===== config.mk =====
export PLATFORM = sky130hd
export DESIGN_NAME = three_term_recurrence_checksum
export DESIGN_NICKNAME = d
export VERILOG_FILES = /design/src/design/tcrc_pkg.sv /design/src/design/tcrc_fold.sv /design/src/design/tcrc_term.sv /design/src/design/three_term_recurrence_checksum.sv
export SDC_FILE = /design/constraint.sdc
export NUM_CORES = 1
export LEC_CHECK = 0
export BUFFER_PORTS_ARGS = -buffer_cell sky130_fd_sc_hd__buf_2
export CAP_MARGIN = 10
export CELL_PAD_IN_SITES_DETAIL_PLACEMENT = 0
export CELL_PAD_IN_SITES_GLOBAL_PLACEMENT = 1
export CORE_MARGIN = 2
export CORE_UTILIZATION = 51
export CTS_CLUSTER_SIZE = 12
export DETAILED_ROUTE_END_ITERATION = 10
export PLACE_DENSITY_LB_ADDON = 0.1
export SKIP_LAST_GASP = 1
export SLEW_MARGIN = 20
export SYNTH_ARGS = -nofsm -noshare
export SYNTH_HDL_FRONTEND = slang
export SYNTH_HIERARCHICAL = 1
export SYNTH_SLANG_ARGS = --single-unit
export TNS_END_PERCENT = 100

===== constraint.sdc =====
create_clock -name clk -period 18.9 [get_ports clk]
set_input_delay 0.945 -clock clk [delete_from_list [all_inputs] [get_ports clk]]
set_output_delay 0.945 -clock clk [all_outputs]
set_load 0.01 [all_outputs]

===== src/design/tcrc_pkg.sv =====
`timescale 1ns / 1ps
// Shared types and constants of the three-term recurrence checksum.
// No dependencies; used by tcrc_fold, tcrc_term and the top level.
package tcrc_pkg;

  // Recurrence state that travels between the top level and the step logic.
  typedef struct packed {
    logic        in_msg;
    logic [7:0]  pos;
    logic [15:0] older;
    logic [15:0] newer;
  } state_t;

  localparam logic [15:0] FIRST_OFFSET = 16'd7;
  localparam logic [7:0]  ALPHA_STEP   = 8'd17;
  localparam logic [7:0]  BETA_STEP    = 8'd31;
  localparam logic [16:0] MODULUS      = 17'd65535;

  // 256 * 65535 + 1: lifts a negative difference into range while adding
  // the extra one that the 64-bit wrap contributes (2^64 mod 65535 = 1).
  localparam logic [24:0] WRAP_BIAS = 25'd16776961;

  localparam state_t STATE_RESET = '{
    in_msg: 1'b0,
    pos:    8'd0,
    older:  16'd1,
    newer:  16'd0
  };

endpackage


===== src/design/tcrc_fold.sv =====
`timescale 1ns / 1ps
// Reduction of a 25-bit value modulo 65535 by end-around folding.
// Uses tcrc_pkg for the modulus.
module tcrc_fold (
  input  logic [24:0] value,
  output logic [15:0] residue
);

  logic [16:0] folded;

  // 2^16 is one modulo 65535, so the high bits add onto the low half.
  assign folded  = 17'(value[24:16]) + 17'(value[15:0]);
  assign residue = (folded >= tcrc_pkg::MODULUS) ? 16'(folded - tcrc_pkg::MODULUS)
                                                  : folded[15:0];

endmodule


===== src/design/tcrc_term.sv =====
`timescale 1ns / 1ps
// Next-state logic for one byte: first-byte seeding or one recurrence step.
// Uses tcrc_pkg for the state type and constants, and tcrc_fold.
module tcrc_term (
  input  tcrc_pkg::state_t cur,
  input  logic [7:0]       data_byte,
  output tcrc_pkg::state_t nxt
);

  logic [7:0]  alpha;
  logic [7:0]  beta;
  logic [8:0]  coef_a;
  logic [24:0] prod_a;
  logic [23:0] prod_b;
  logic        negative;
  logic [24:0] lifted;
  logic [15:0] new_term;

  // Position coefficients, reduced modulo 256 by truncation.
  assign alpha  = 8'(cur.pos * tcrc_pkg::ALPHA_STEP);
  assign beta   = 8'(cur.pos * tcrc_pkg::BETA_STEP);
  assign coef_a = 9'(data_byte) + 9'(alpha);

  assign prod_a = 25'(coef_a) * 25'(cur.newer);
  assign prod_b = 24'(beta) * 24'(cur.older);

  assign negative = prod_a < 25'(prod_b);
  assign lifted   = prod_a - 25'(prod_b) + (negative ? tcrc_pkg::WRAP_BIAS : 25'd0);

  tcrc_fold u_fold (
    .value   (lifted),
    .residue (new_term)
  );

  always_comb begin
    if (!cur.in_msg) begin
      nxt.in_msg = 1'b1;
      nxt.pos    = 8'd1;
      nxt.older  = 16'd1;
      nxt.newer  = 16'(data_byte) + tcrc_pkg::FIRST_OFFSET;
    end else begin
      nxt.in_msg = 1'b1;
      nxt.pos    = cur.pos + 8'd1;
      nxt.older  = cur.newer;
      nxt.newer  = new_term;
    end
  end

endmodule


===== src/design/three_term_recurrence_checksum.sv =====
`timescale 1ns / 1ps
// Top level of the three-term recurrence checksum: input register, recurrence
// state, output register. Uses tcrc_pkg and tcrc_term.

// The block takes one message byte per beat, with final_byte set on the last
// byte, and delivers one 16-bit checksum beat per message. It sustains one
// byte per clock cycle unless a final byte meets a full output register: the
// recurrence step (two narrow multiplies, a subtract and a fold modulo 65535)
// is combinational from the state registers back to themselves, and that loop
// sets the rate. A byte is captured in the input register and applied to the
// state from there; a final byte, when applied, also loads the output
// register. The input side keeps taking bytes while a finished checksum
// waits; only a final byte that finds the output register still full holds
// the input register until the waiting checksum is taken. After a final byte
// the state returns to its reset values, ready for the next message.
module three_term_recurrence_checksum (
  input  logic        clk,
  input  logic        rst,
  input  logic        in_valid,
  output logic        in_ready,
  input  logic [7:0]  data_byte,
  input  logic        final_byte,
  output logic        out_valid,
  input  logic        out_ready,
  output logic [15:0] checksum
);

  // Input register.
  logic       in_full;
  logic [7:0] in_data;
  logic       in_final;

  // Recurrence state and its next value from the step logic.
  tcrc_pkg::state_t state;
  tcrc_pkg::state_t state_next;

  // Output register.
  logic [15:0] result;

  logic out_free;
  logic step_fire;

  // A non-final byte never needs the output register; a final one does.
  assign out_free  = !out_valid || out_ready;
  assign step_fire = in_full && (!in_final || out_free);
  assign in_ready  = !in_full || step_fire;

  always_ff @(posedge clk) begin
    if (rst) begin
      in_full <= 1'b0;
    end else if (in_ready) begin
      in_full <= in_valid;
    end
  end

  always_ff @(posedge clk) begin
    if (in_valid && in_ready) begin
      in_data  <= data_byte;
      in_final <= final_byte;
    end
  end

  tcrc_term u_term (
    .cur       (state),
    .data_byte (in_data),
    .nxt       (state_next)
  );

  // The final byte of a message clears the state for the next one.
  always_ff @(posedge clk) begin
    if (rst) begin
      state <= tcrc_pkg::STATE_RESET;
    end else if (step_fire) begin
      state <= in_final ? tcrc_pkg::STATE_RESET : state_next;
    end
  end

  always_ff @(posedge clk) begin
    if (rst) begin
      out_valid <= 1'b0;
    end else if (step_fire && in_final) begin
      out_valid <= 1'b1;
    end else if (out_ready) begin
      out_valid <= 1'b0;
    end
  end

  always_ff @(posedge clk) begin
    if (step_fire && in_final) begin
      result <= state_next.newer;
    end
  end

  assign checksum = result;

`ifndef SYNTH
  // A final byte that is applied always leaves a checksum waiting.
  a_final_loads_out : assert property (@(posedge clk) disable iff (rst)
    step_fire && in_final |=> out_valid)
    else $error("final byte applied without a checksum");

  // A final byte returns the state to awaiting the first byte.
  a_final_clears : assert property (@(posedge clk) disable iff (rst)
    step_fire && in_final |=> !state.in_msg && state.pos == 8'd0)
    else $error("state not cleared after final byte");

  // A non-final byte leaves a message open.
  a_open_message : assert property (@(posedge clk) disable iff (rst)
    step_fire && !in_final |=> state.in_msg)
    else $error("message not open after non-final byte");

  // Terms are residues modulo 65535 and never reach 65535.
  a_term_range : assert property (@(posedge clk) disable iff (rst)
    state.in_msg |-> state.newer != 16'hFFFF && state.older != 16'hFFFF)
    else $error("recurrence term out of range");

  // A waiting checksum is never overwritten before it is taken.
  a_no_overwrite : assert property (@(posedge clk) disable iff (rst)
    out_valid && !out_ready |-> !(step_fire && in_final))
    else $error("checksum overwritten while waiting");
`endif

endmodule

==> impl_summary.md, run 1 <==
Setup path
In this design, the stage delay of the slowest critical-path cell is 980 ps. The depth of the worst register-to-register path is 60. The library cell appearing most often on the critical path is sky130_fd_sc_hd__fa_1. The total stage count of the critical path is 60. Along the worst path, the maximum fanout reaches 25. The origin of the worst setup path is state[32].

Counting both buffers and inverters, the worst setup path holds a total of 6. The data arrival time of the worst path is 16,150 ps. The reg-to-reg critical path startpoint is state[32].

The slowest stage cell on the critical path is sky130_fd_sc_hd__dfxtp_1. The required time reported for the critical path endpoint is 19,140 ps. The critical path in this run is classified as flop to flop. The dominant delay contributor by cell family on the critical path is adder cells. STA classifies the critical path endpoint as a flop. STA classifies the critical path startpoint as a flop.

Timing
The tightest slew margin relative to the limit is 0.267. The max-slew violation count is 0. The maximum clock frequency is 62.9 MHz. The final setup violation count is 0. The final critical path time including I/O delays and setup is 15,910 ps. The final cycle utilization of the critical path is 0.842. For the final database, setup skew stands at 13.1 ps. The final-report hold violation count is 0. Setup repair after global routing left no endpoint under its margin. The final total negative setup slack is 0 ps. The measured slew at the worst slew-check pin is 1090 ps.

Clock tree
The number of hold buffers added after CTS was 0. The number of buffers created by CTS is 9. The number of post-CTS setup repair buffers is 0.

The total clock sinks is 68. The number of gates given a new drive strength after cts is 0. The clock latency reported for the late side of the worst-skew pair is 350 ps.

The H-tree depth is 3. The tree is rooted in a sky130_fd_sc_hd__clkbuf_16. The longest clock path from root to sink contains 2 buffers. TritonCTS built the clock tree. Clock-pin slew was measured on the worst setup and hold paths at 70 ps.

Logic synthesis
The number of synthesized flops with an enable pin is 25. The number of distinct library cells after synthesis is 72. When the netlist entered floorplanning its net count stood at 2,087. The sequential area share after synthesis is 0.108.

The count of synthesis-stage warnings from yosys is 6. The most common flop cell mapped by yosys is sky130_fd_sc_hd__dfxtp_1. A synthesized cell averages 8.83 um2. The cell count after synthesis came out at 1,687.

The synthesized netlist occupies a cell area of 14,900 um2. After synthesis the netlist holds a flip-flop and latch count of 68. Of all flip-flops after synthesis, the portion carrying an async set or reset was 0.

Detailed routing
The detail-routed via count per cell is 5.43. For this block, the initial DRC count from the detailed router was 692. The detailed router placed 11,300 vias in this run.

The iteration count of the initial detailed-routing pass is 5. Dividing the detail-routed wire length by the instance count gives 18.8 um. After detailed routing, the number of remaining DRC violations is 0.

The detail route stage leaves a number of antenna-violating nets equal to 0. Summed over all layers, the routed wires come to 39.0 mm.

Die
The starting density of the core is 0.519. The floorplan die area is 30,600 um2. Measured along the x axis, the die boundary spans 175 um. The die is 175 um tall. 31 I/O pins were placed. The core region is 28,700 um2. The placement row count is 62.

Layout
The library cells used most frequently in the layout, excluding fill and tap cells, are sky130_fd_sc_hd__inv_1 (299), sky130_fd_sc_hd__fa_1 (216), sky130_fd_sc_hd__ha_1 (171). The fraction of layout cells with a size suffix above 1 is 0.0479. The final layout net count is 2,086. The area added between synthesis and finish is 5.70%.

The layout filler cell count is 2,730. Leaving out fill and tap cells, the most frequent cell in the layout is sky130_fd_sc_hd__inv_1.

Hold path
The worst min-delay path startpoint is state[16]. The path class of the lowest-slack min-delay path is flop to flop. The number of instances on the worst hold path is 2.

Status
The flow ran to the end, and the final reports show no timing, DRC or antenna violations.

Place
The placer congestion estimate is 0.870. Detailed placement ended at an HPWL of 31.0 mm. The number of buffers added on ports is 30.

Flow run
Across the run, the number of max-cap violations was 0.

Global route
The pin count of the biggest net entering global routing is 51. The final global-route overflow total is 0. The number of global-route vias before repair is 11,800.

The number of antenna violations at the first check in global routing is 1. The global-route wire length before repair is 64.2 mm. For this run, the total global-route usage over all layers was measured as 0.269.
-- per-stage QoR --
stage               instances  hold slack [ps]  area [um2]  utilization  setup slack, ps
CTS                      2075              595       15700        0.549             2990
floorplan                1687              440       14900            -             5010
global placement         2059              567       15400        0.538             3310
finish                   2077              602       15800        0.549             2990
global route             2075              634       15700        0.549             1760
detailed placement       2059              584       15400        0.538             3040
-- final timing paths --
check | slack [ps] | end
setup reg to reg | 2990 | state[1]
setup / recovery | 2990 | state[1]
hold reg to reg | 600 | state[16]
hold / removal | 600 | state[16]
-- routing by layer --
| metal | global-route usage | vias up | wire, um |
|---|---|---|---|
| li1 | - | 5420 | - |
| met1 | 0.384 | 5601 | 18600 |
| met2 | 0.437 | 223 | 18200 |
| met3 | 0.0381 | 36 | 1650 |
| met4 | 0.0535 | 0 | 566 |
| met5 | 0 | - | 0 |
-- Yosys cell counts, types with 5 or more instances --
| master | number | area share |
|---|---|---|
| sky130_fd_sc_hd__buf_1 | 5 | 0.0013 |
| sky130_fd_sc_hd__nand4_1 | 10 | 0.0042 |
| sky130_fd_sc_hd__edfxtp_1 | 25 | 0.050 |
| sky130_fd_sc_hd__nand3b_1 | 5 | 0.0025 |
| sky130_fd_sc_hd__nor2b_1 | 29 | 0.012 |
| sky130_fd_sc_hd__clkbuf_1 | 35 | 0.0088 |
| sky130_fd_sc_hd__o21bai_1 | 17 | 0.0086 |
| sky130_fd_sc_hd__a21oi_1 | 66 | 0.022 |
| sky130_fd_sc_hd__o21ai_0 | 42 | 0.014 |
| sky130_fd_sc_hd__buf_4 | 5 | 0.0025 |
| sky130_fd_sc_hd__xnor2_1 | 77 | 0.045 |
| sky130_fd_sc_hd__nand2b_1 | 17 | 0.0071 |
| sky130_fd_sc_hd__a21o_1 | 29 | 0.015 |
| sky130_fd_sc_hd__a22o_1 | 40 | 0.024 |
| sky130_fd_sc_hd__inv_1 | 299 | 0.075 |
| sky130_fd_sc_hd__a31oi_1 | 7 | 0.0029 |
| sky130_fd_sc_hd__xor2_1 | 36 | 0.021 |
| sky130_fd_sc_hd__o21a_1 | 6 | 0.0030 |
| sky130_fd_sc_hd__nand2_1 | 164 | 0.041 |
| sky130_fd_sc_hd__nand3_1 | 19 | 0.0064 |
| sky130_fd_sc_hd__a211oi_1 | 5 | 0.0025 |
| sky130_fd_sc_hd__nor2_1 | 48 | 0.012 |
| sky130_fd_sc_hd__and3_1 | 11 | 0.0046 |
| sky130_fd_sc_hd__o21ai_1 | 5 | 0.0017 |
| sky130_fd_sc_hd__ha_1 | 171 | 0.14 |
| sky130_fd_sc_hd__nor3_1 | 16 | 0.0054 |
| sky130_fd_sc_hd__o211ai_1 | 6 | 0.0030 |
| sky130_fd_sc_hd__dfxtp_1 | 43 | 0.058 |
| sky130_fd_sc_hd__fa_1 | 216 | 0.29 |
| sky130_fd_sc_hd__and2_1 | 162 | 0.068 |
-- flip-flops by register name, summed over array words and instances (netlist names) --
register and cells:
checksum 16, in_data 8, in_final 1, in_full 1, out_valid 1, state 41
-- area by class of cell --
type                    count  area (um2)  area share
inverters                 299        1120      0.0712
well taps                 384         480      0.0305
multi-input cells        1270       12000       0.763
repair buffers             38         210      0.0133
diodes                      2        5.00    0.000318
flip-flops and latches     68        1610       0.102
clock inverters             7        83.8     0.00532
clock buffers               9         225      0.0143
-- tightest hold or removal path, stage by stage, from the launching register on --
cell	delay, ps
sky130_fd_sc_hd__dfxtp_1	410
sky130_fd_sc_hd__inv_1	90
sky130_fd_sc_hd__a21oi_1	50
-- cells by family after synthesis --
kind of cell / synth area share
simple gates: 0.176
fa+ha+maj: 0.434
buf+inv: 0.0900
compound gates: 0.124
xor+xnor: 0.0664
flops: 0.108
mux: 0.00143
other cells: 0.000252
Power of run 1 is not shown: default switching activity piles up to over one toggle a cycle in this logic, so the estimate is an artifact.
==> run 2: changes to the inputs <==
--- a/config.mk
+++ b/config.mk
@@ -10,7 +10,7 @@
 export CELL_PAD_IN_SITES_DETAIL_PLACEMENT = 0
 export CELL_PAD_IN_SITES_GLOBAL_PLACEMENT = 1
 export CORE_MARGIN = 2
-export CORE_UTILIZATION = 51
+export CORE_UTILIZATION = 46
 export CTS_CLUSTER_SIZE = 12
 export DETAILED_ROUTE_END_ITERATION = 10
 export PLACE_DENSITY_LB_ADDON = 0.1
==> constraint.sdc (replaced) <==
create_clock -name clk -period 14.49 [get_ports clk]
set_input_delay 0.7245 -clock clk [delete_from_list [all_inputs] [get_ports clk]]
set_output_delay 0.7245 -clock clk [all_outputs]
set_load 0.01 [all_outputs]
==> impl_summary.md, run 2 (synthesis results as in run 1) <==
Setup path
The category of the worst setup path launch point is a flop. The flop-to-flop setup slack is 670 ps (-2320 ps). The reg-to-reg critical path startpoint is state[33]. In this run the critical register-to-register path is captured at state[5]. The number of buffers and inverters on the critical path is 13 (+7). The worst stage delay on the critical path came to 570 ps (-410 ps).

The slowest stage cell on the critical path is sky130_fd_sc_hd__fa_1. The data arrival time of the worst path is 14,050 ps (-2100 ps). The depth of the worst register-to-register path was 59 (-1.7%). The maximum fanout along the worst path is 15 (-40%). The required time reported for the critical path endpoint is 14,720 ps (-4420 ps). The library cell appearing most often on the critical path is sky130_fd_sc_hd__inv_1. STA classifies the critical path endpoint as a flop. The critical path start-end classification is flop to flop. The dominant delay contributor by cell family on the critical path is adder cells.

Detailed routing
The iteration count of the initial detailed-routing pass is 6 (+1). The detail-routed via count per cell is 5.35 (-1.5%). The final routed wire length divided by cell count is 18.8 um (about the same). The wire length after detailed routing is 40.0 mm (+2.4%). The via count of the routed design was 11,400 (+0.81%). The number of design-rule violations left by the first detailed-router iteration is 646 (-6.6%).

The DRC violations left is 0 (unchanged). The count of antenna-violating nets left after detailed routing is 0 (unchanged).

Place
The post-place setup slack is -6.20 ps (-3040 ps). The number of buffers added on ports is 30 (unchanged). The placer congestion estimate is 0.866 (-0.45%). The HPWL reported at the end of detailed placement is 32.5 mm (+4.9%).

Die
The y dimension of the die came to 184 um (+5.2%). The I/O pin count is 31 (unchanged). The placement row count is 65 (+4.8%). The area inside the core boundary is 31,700 um2 (+11%). The floorplan die area was 33,900 um2 (+11%). The x dimension of the die is 184 um (+5.2%). The starting density of the core is 0.470 (-0.0494).

Clock tree
The total clock sinks is 68 (unchanged). The number of buffers on the longest clock path is 2 (unchanged). The H-tree depth was 3 (unchanged). The clock latency reported for the late side of the worst-skew pair is 340 ps (about the same). The tree is rooted in a sky130_fd_sc_hd__clkbuf_16. The number of buffers created by CTS is 9 (unchanged). TritonCTS built the clock tree. The clock transition at the register clock pins on the worst setup and hold paths after CTS is 70 ps (about the same).

Timing
The final-report hold violation count came to 0 (unchanged). The max-slew violation count is 0 (unchanged). The final critical-path setup slack is 672 ps (-2320 ps). The clock skew is 12.3 ps (-0.852 ps). The final setup violation count was 0 (unchanged).

The final cycle utilization of the critical path is 0.954 (+0.112). The tightest slew margin relative to the limit is 0.349 (+0.0816). The final critical path time including I/O delays and setup is 13,820 ps (-2090 ps). The maximum clock frequency is 72.4 MHz (+15%). The measured slew at the worst slew-check pin is 972 ps (-122 ps).

Status
The run finished with clean final reports.

Layout
Leaving out fill and tap cells, the most frequent cell in the layout is sky130_fd_sc_hd__inv_1. The share of the core filled with cells in the final layout is 0.511 (-0.0376). The number of diodes added for antenna fixing is 0 (-2). The register with the most flip-flops is state.

The layout filler cell count was 3,010 (+10%). The fraction of layout cells with a size suffix above 1 is 0.0818 (+0.0339). The final layout net count is 2,119 (+1.6%). The area added between synthesis and finish is 8.81%. The top cell types in the final layout, fill and taps aside, are sky130_fd_sc_hd__inv_1 (299), sky130_fd_sc_hd__fa_1 (215), sky130_fd_sc_hd__ha_1 (166). The number of flip-flops under the largest register name was 41 (unchanged).

Global route
The number of global-route vias before repair came to 11,700 (-0.98%). The global-route wire length before repair is 64.9 mm (+0.99%). The pin count of the biggest net entering global routing is 51 (unchanged). The all-layer global routing usage came to 0.248 (-0.0205). The number of antenna violations at the first check in global routing is 1 (unchanged).

The final global-route overflow total is 0 (unchanged).

Hold path
The path class of the lowest-slack min-delay path is primary input to flop. The number of instances on the worst hold path came to 1 (-1). In this run the most critical hold path is launched from data_byte[6]. The end of the worst hold path is in_data[6].

Flow run
The max-capacitance violation count came to 0 (unchanged).
run 2: per-stage QoR:
stage	std cells	setup TNS [ps]	cell area (um2)	hold slack (ps)
6_report	2126	0	16200	555
5_1_grt	2126	-432	16200	539
4_1_cts	2112	0	15900	541
2_1_floorplan	1687	0	14900	440
3_3_place_gp	2096	0	15600	583
3_5_place_dp	2096	-9.11	15600	583
run 2: layout make-up:
class | instances | area, um2 | area share
Tap cell | 402 | 503 | 0.0310
Multi-Input combinational cell | 1271 | 12200 | 0.752
Timing Repair Buffer | 70 | 479 | 0.0296
Sequential cell | 68 | 1610 | 0.0995
Clock buffer | 9 | 225 | 0.0139
Inverter | 299 | 1120 | 0.0692
Clock inverter | 7 | 81.3 | 0.00502
run 2: repair_timing:
action	4_1_cts	5_1_grt
setup buffers	0	12
pin swaps	0	23
resized for setup	2	53
hold buffers	0	0
setup endpoints to repair	7	32
cloned	0	1
run 2: worst register-to-register path: cells and delay by family, from the launching register on:
family | cells | cell delay (ps)
simple gates | 10 | 2170
fa+ha+maj | 13 | 5780
flops | 1 | 350
buf+inv | 13 | 1150
compound gates | 19 | 3660
xor+xnor | 4 | 570
run 2: routing by layer:
metal	up-vias	global-route usage	part of all wire
met5	-	0	0.00045
met4	2	0.0390	0.010
met3	28	0.0430	0.051
met2	214	0.397	0.46
met1	5650	0.358	0.48
li1	5477	-	-
run 2: how the worst max path moves through the flow:
stage               startpoint        to  slack [ps]  cells after the start
floorplan            state[33]  state[1]         600                     62
global placement     state[32]  state[7]         280                     60
detailed placement   state[32]  state[7]          -6                     60
CTS                  state[32]  state[5]          50                     60
global route         state[33]  state[5]         -70                     61
finish               state[33]  state[5]         670                     59
Power of run 2 is left out for the same reason.
==> run 3: changes to the inputs <==
--- a/config.mk
+++ b/config.mk
@@ -14,6 +14,7 @@
 export CTS_CLUSTER_SIZE = 12
 export DETAILED_ROUTE_END_ITERATION = 10
 export PLACE_DENSITY_LB_ADDON = 0.1
+export REMOVE_ABC_BUFFERS = 1
 export SKIP_LAST_GASP = 1
 export SLEW_MARGIN = 20
 export SYNTH_ARGS = -nofsm -noshare
==> impl_summary.md, run 3 (synthesis results as in run 1) <==
Layout
The library cell used most frequently in the layout, excluding fill and tap cells, is sky130_fd_sc_hd__inv_1. The count of non-filler cells in the finished layout is 2,129 (+0.14%). The number of flip-flops under the largest register name was 41 (unchanged). The register with the most flip-flops is state.

The area added between synthesis and finish is 8.71% (about the same). The number of diodes added for antenna fixing is 0 (unchanged). Leaving out fill and tap cells, the most frequent cells in the layout are sky130_fd_sc_hd__inv_1 (299), sky130_fd_sc_hd__fa_1 (215), sky130_fd_sc_hd__ha_1 (170). The fraction of layout cells with a size suffix above 1 was 0.0787 (-0.00304). The layout filler cell count is 3,043 (+1.1%). The final layout net count is 2,122 (+0.14%).

Timing
The tightest slew margin relative to the limit is 0.287 (-0.0623). The final cycle utilization of the critical path came to 0.956 (+0.00286). The measured slew at the worst slew-check pin is 1070 ps (+96.9 ps). The clock skew is 10.6 ps (-1.68 ps). The final-report hold violation count was 0 (unchanged). The maximum clock frequency is 72.2 MHz (-0.30%). The final critical-path setup slack is 631 ps (-41.4 ps).

The final hold slack was 549 ps (-6.11 ps). The final setup violation count is 0 (unchanged). The final critical path time including I/O delays and setup was 13,860 ps (+41.4 ps). The max-slew violation count is 0 (unchanged).

Status
The flow ran to the end, and the final reports show no timing, DRC or antenna violations.

Hold path
In this run the most critical hold path is launched from data_byte[5]. In this run the worst hold path is classified as primary input to flop.

Setup path
The maximum fanout along the worst path is 7 (-8). STA classifies the critical path startpoint as a flop. The data arrival time of the worst path came to 14,100 ps (+50 ps). The slowest stage cell on the critical path is sky130_fd_sc_hd__fa_1. The reg-to-reg critical path startpoint is state[32]. The critical path start-end classification is flop to flop. The required time reported for the critical path endpoint is 14,730 ps (about the same).

The worst stage delay on the critical path is 580 ps (about the same). The capturing element type of the critical path is a flop. The library cell appearing most often on the critical path is sky130_fd_sc_hd__fa_1.

The origin of the worst setup path is state[32].

Global route
The number of antenna violations at the first check in global routing came to 0 (-1). The global-route wire length before repair is 64.0 mm (-1.4%). The all-layer global routing usage was 0.242 (-0.00633). The number of global-route vias before repair is 11,700 (+0.20%). The pin count of the biggest net entering global routing is 42 (-18%). The final global-route overflow total came to 0 (unchanged).

Place
The number of cells in the design after placement is 2,099 (+0.14%). The HPWL reported at the end of detailed placement is 31.6 mm (-2.8%). The placer congestion estimate is 0.914 (+5.5%). The post-place setup slack is 40.3 ps (+46.5 ps). The number of buffers added on ports is 30 (unchanged).

Die
The I/O pin count is 31 (unchanged). The area inside the core boundary is 31,700 um2 (unchanged). The placement row count is 65 (unchanged). The starting density of the core is 0.470 (unchanged). The y dimension of the die came to 184 um (unchanged). The x dimension of the die is 184 um (unchanged).

The floorplan die area came to 33,900 um2 (unchanged).

Clock tree
The clock latency reported for the late side of the worst-skew pair was 350 ps (about the same). The hold-fix buffer count after cts is 0 (unchanged). TritonCTS built the clock tree. The number of buffers on the longest clock path is 2 (unchanged). The root buffer cell chosen for the clock tree is sky130_fd_sc_hd__clkbuf_16. The total clock sinks is 68 (unchanged). The number of buffers created by CTS came to 9 (unchanged). The clock transition at the register clock pins on the worst setup and hold paths after CTS is 60 ps (about the same).

The H-tree depth is 3 (unchanged).

Flow run
The max-capacitance violation count is 0 (unchanged).

Detailed routing
The count of antenna-violating nets left after detailed routing was 0 (unchanged). The DRC violations left is 0 (unchanged). The number of design-rule violations left by the first detailed-router iteration is 647 (+0.15%).

The iteration count of the initial detailed-routing pass is 5 (-1). The detail-routed via count per cell is 5.35 (about the same). The final routed wire length divided by cell count is 18.1 um (-3.6%). The wire length after detailed routing is 38.6 mm (-3.4%).

The via count of the routed design is 11,400 (+0.088%).
## run 3: cell types whose count changed in the layout (fill, tap and decap cells not counted), sizes merged
cell      previous run  this run
inv                303       300
clkinv               1         3
bufinv               1         2
clkinvlp             1         0
clkbuf               9        10
buf                 70        73
## run 3: worst max-delay path, delay by kind of cell, from the launching register on
kind | cells | cell delay, ps
XOR/XNOR | 4 | 650
AND/OR/NAND/NOR | 11 | 1790
AO/OA/AOI/OAI | 24 | 4870
flip-flops | 1 | 340
adder cells (fa/ha/maj) | 13 | 5650
buffers and inverters | 6 | 440
## run 3: repair_timing
item,in CTS,in global routing
gates cloned,0,1
endpoints found under the setup margin,4,32
pin swaps,0,24
buffers inserted,0,13
gates resized for setup,2,40
## run 3: worst paths after layout
check	end	slack [ps]	cells past startpoint
max	state[6]	630	58
min	in_data[5]	550	1
max reg2reg	state[6]	630	58
min reg2reg	state[16]	580	2
## run 3: final cells by class
class | instances | area [um2] | share of cell area
Tap cell | 402 | 503 | 0.0310
Multi-Input combinational cell | 1271 | 12100 | 0.748
Clock inverter | 6 | 95.1 | 0.00587
Timing Repair Buffer | 73 | 504 | 0.0311
Clock buffer | 10 | 239 | 0.0148
Sequential cell | 68 | 1610 | 0.0996
Inverter | 299 | 1120 | 0.0693
## run 3: per-stage QoR
stage / TNS, ps / instance area [um2] / util
after floorplan: 0 / 14700 / -
after global placement: 0 / 15600 / 0.491
after detailed placement: 0 / 15600 / 0.492
after CTS: 0 / 15900 / 0.503
after global routing: -152 / 16200 / 0.511
final: 0 / 16200 / 0.511
## run 3: metal layers
| metal | global-route usage | up-vias | wire length (um) |
|---|---|---|---|
| met4 | 0.0528 | 0 | 700 |
| li1 | - | 5500 | - |
| met2 | 0.398 | 201 | 18200 |
| met5 | 0 | - | 0 |
| met3 | 0.0256 | 36 | 1370 |
| met1 | 0.344 | 5644 | 18400 |
Power of run 3 is left out for the same reason.
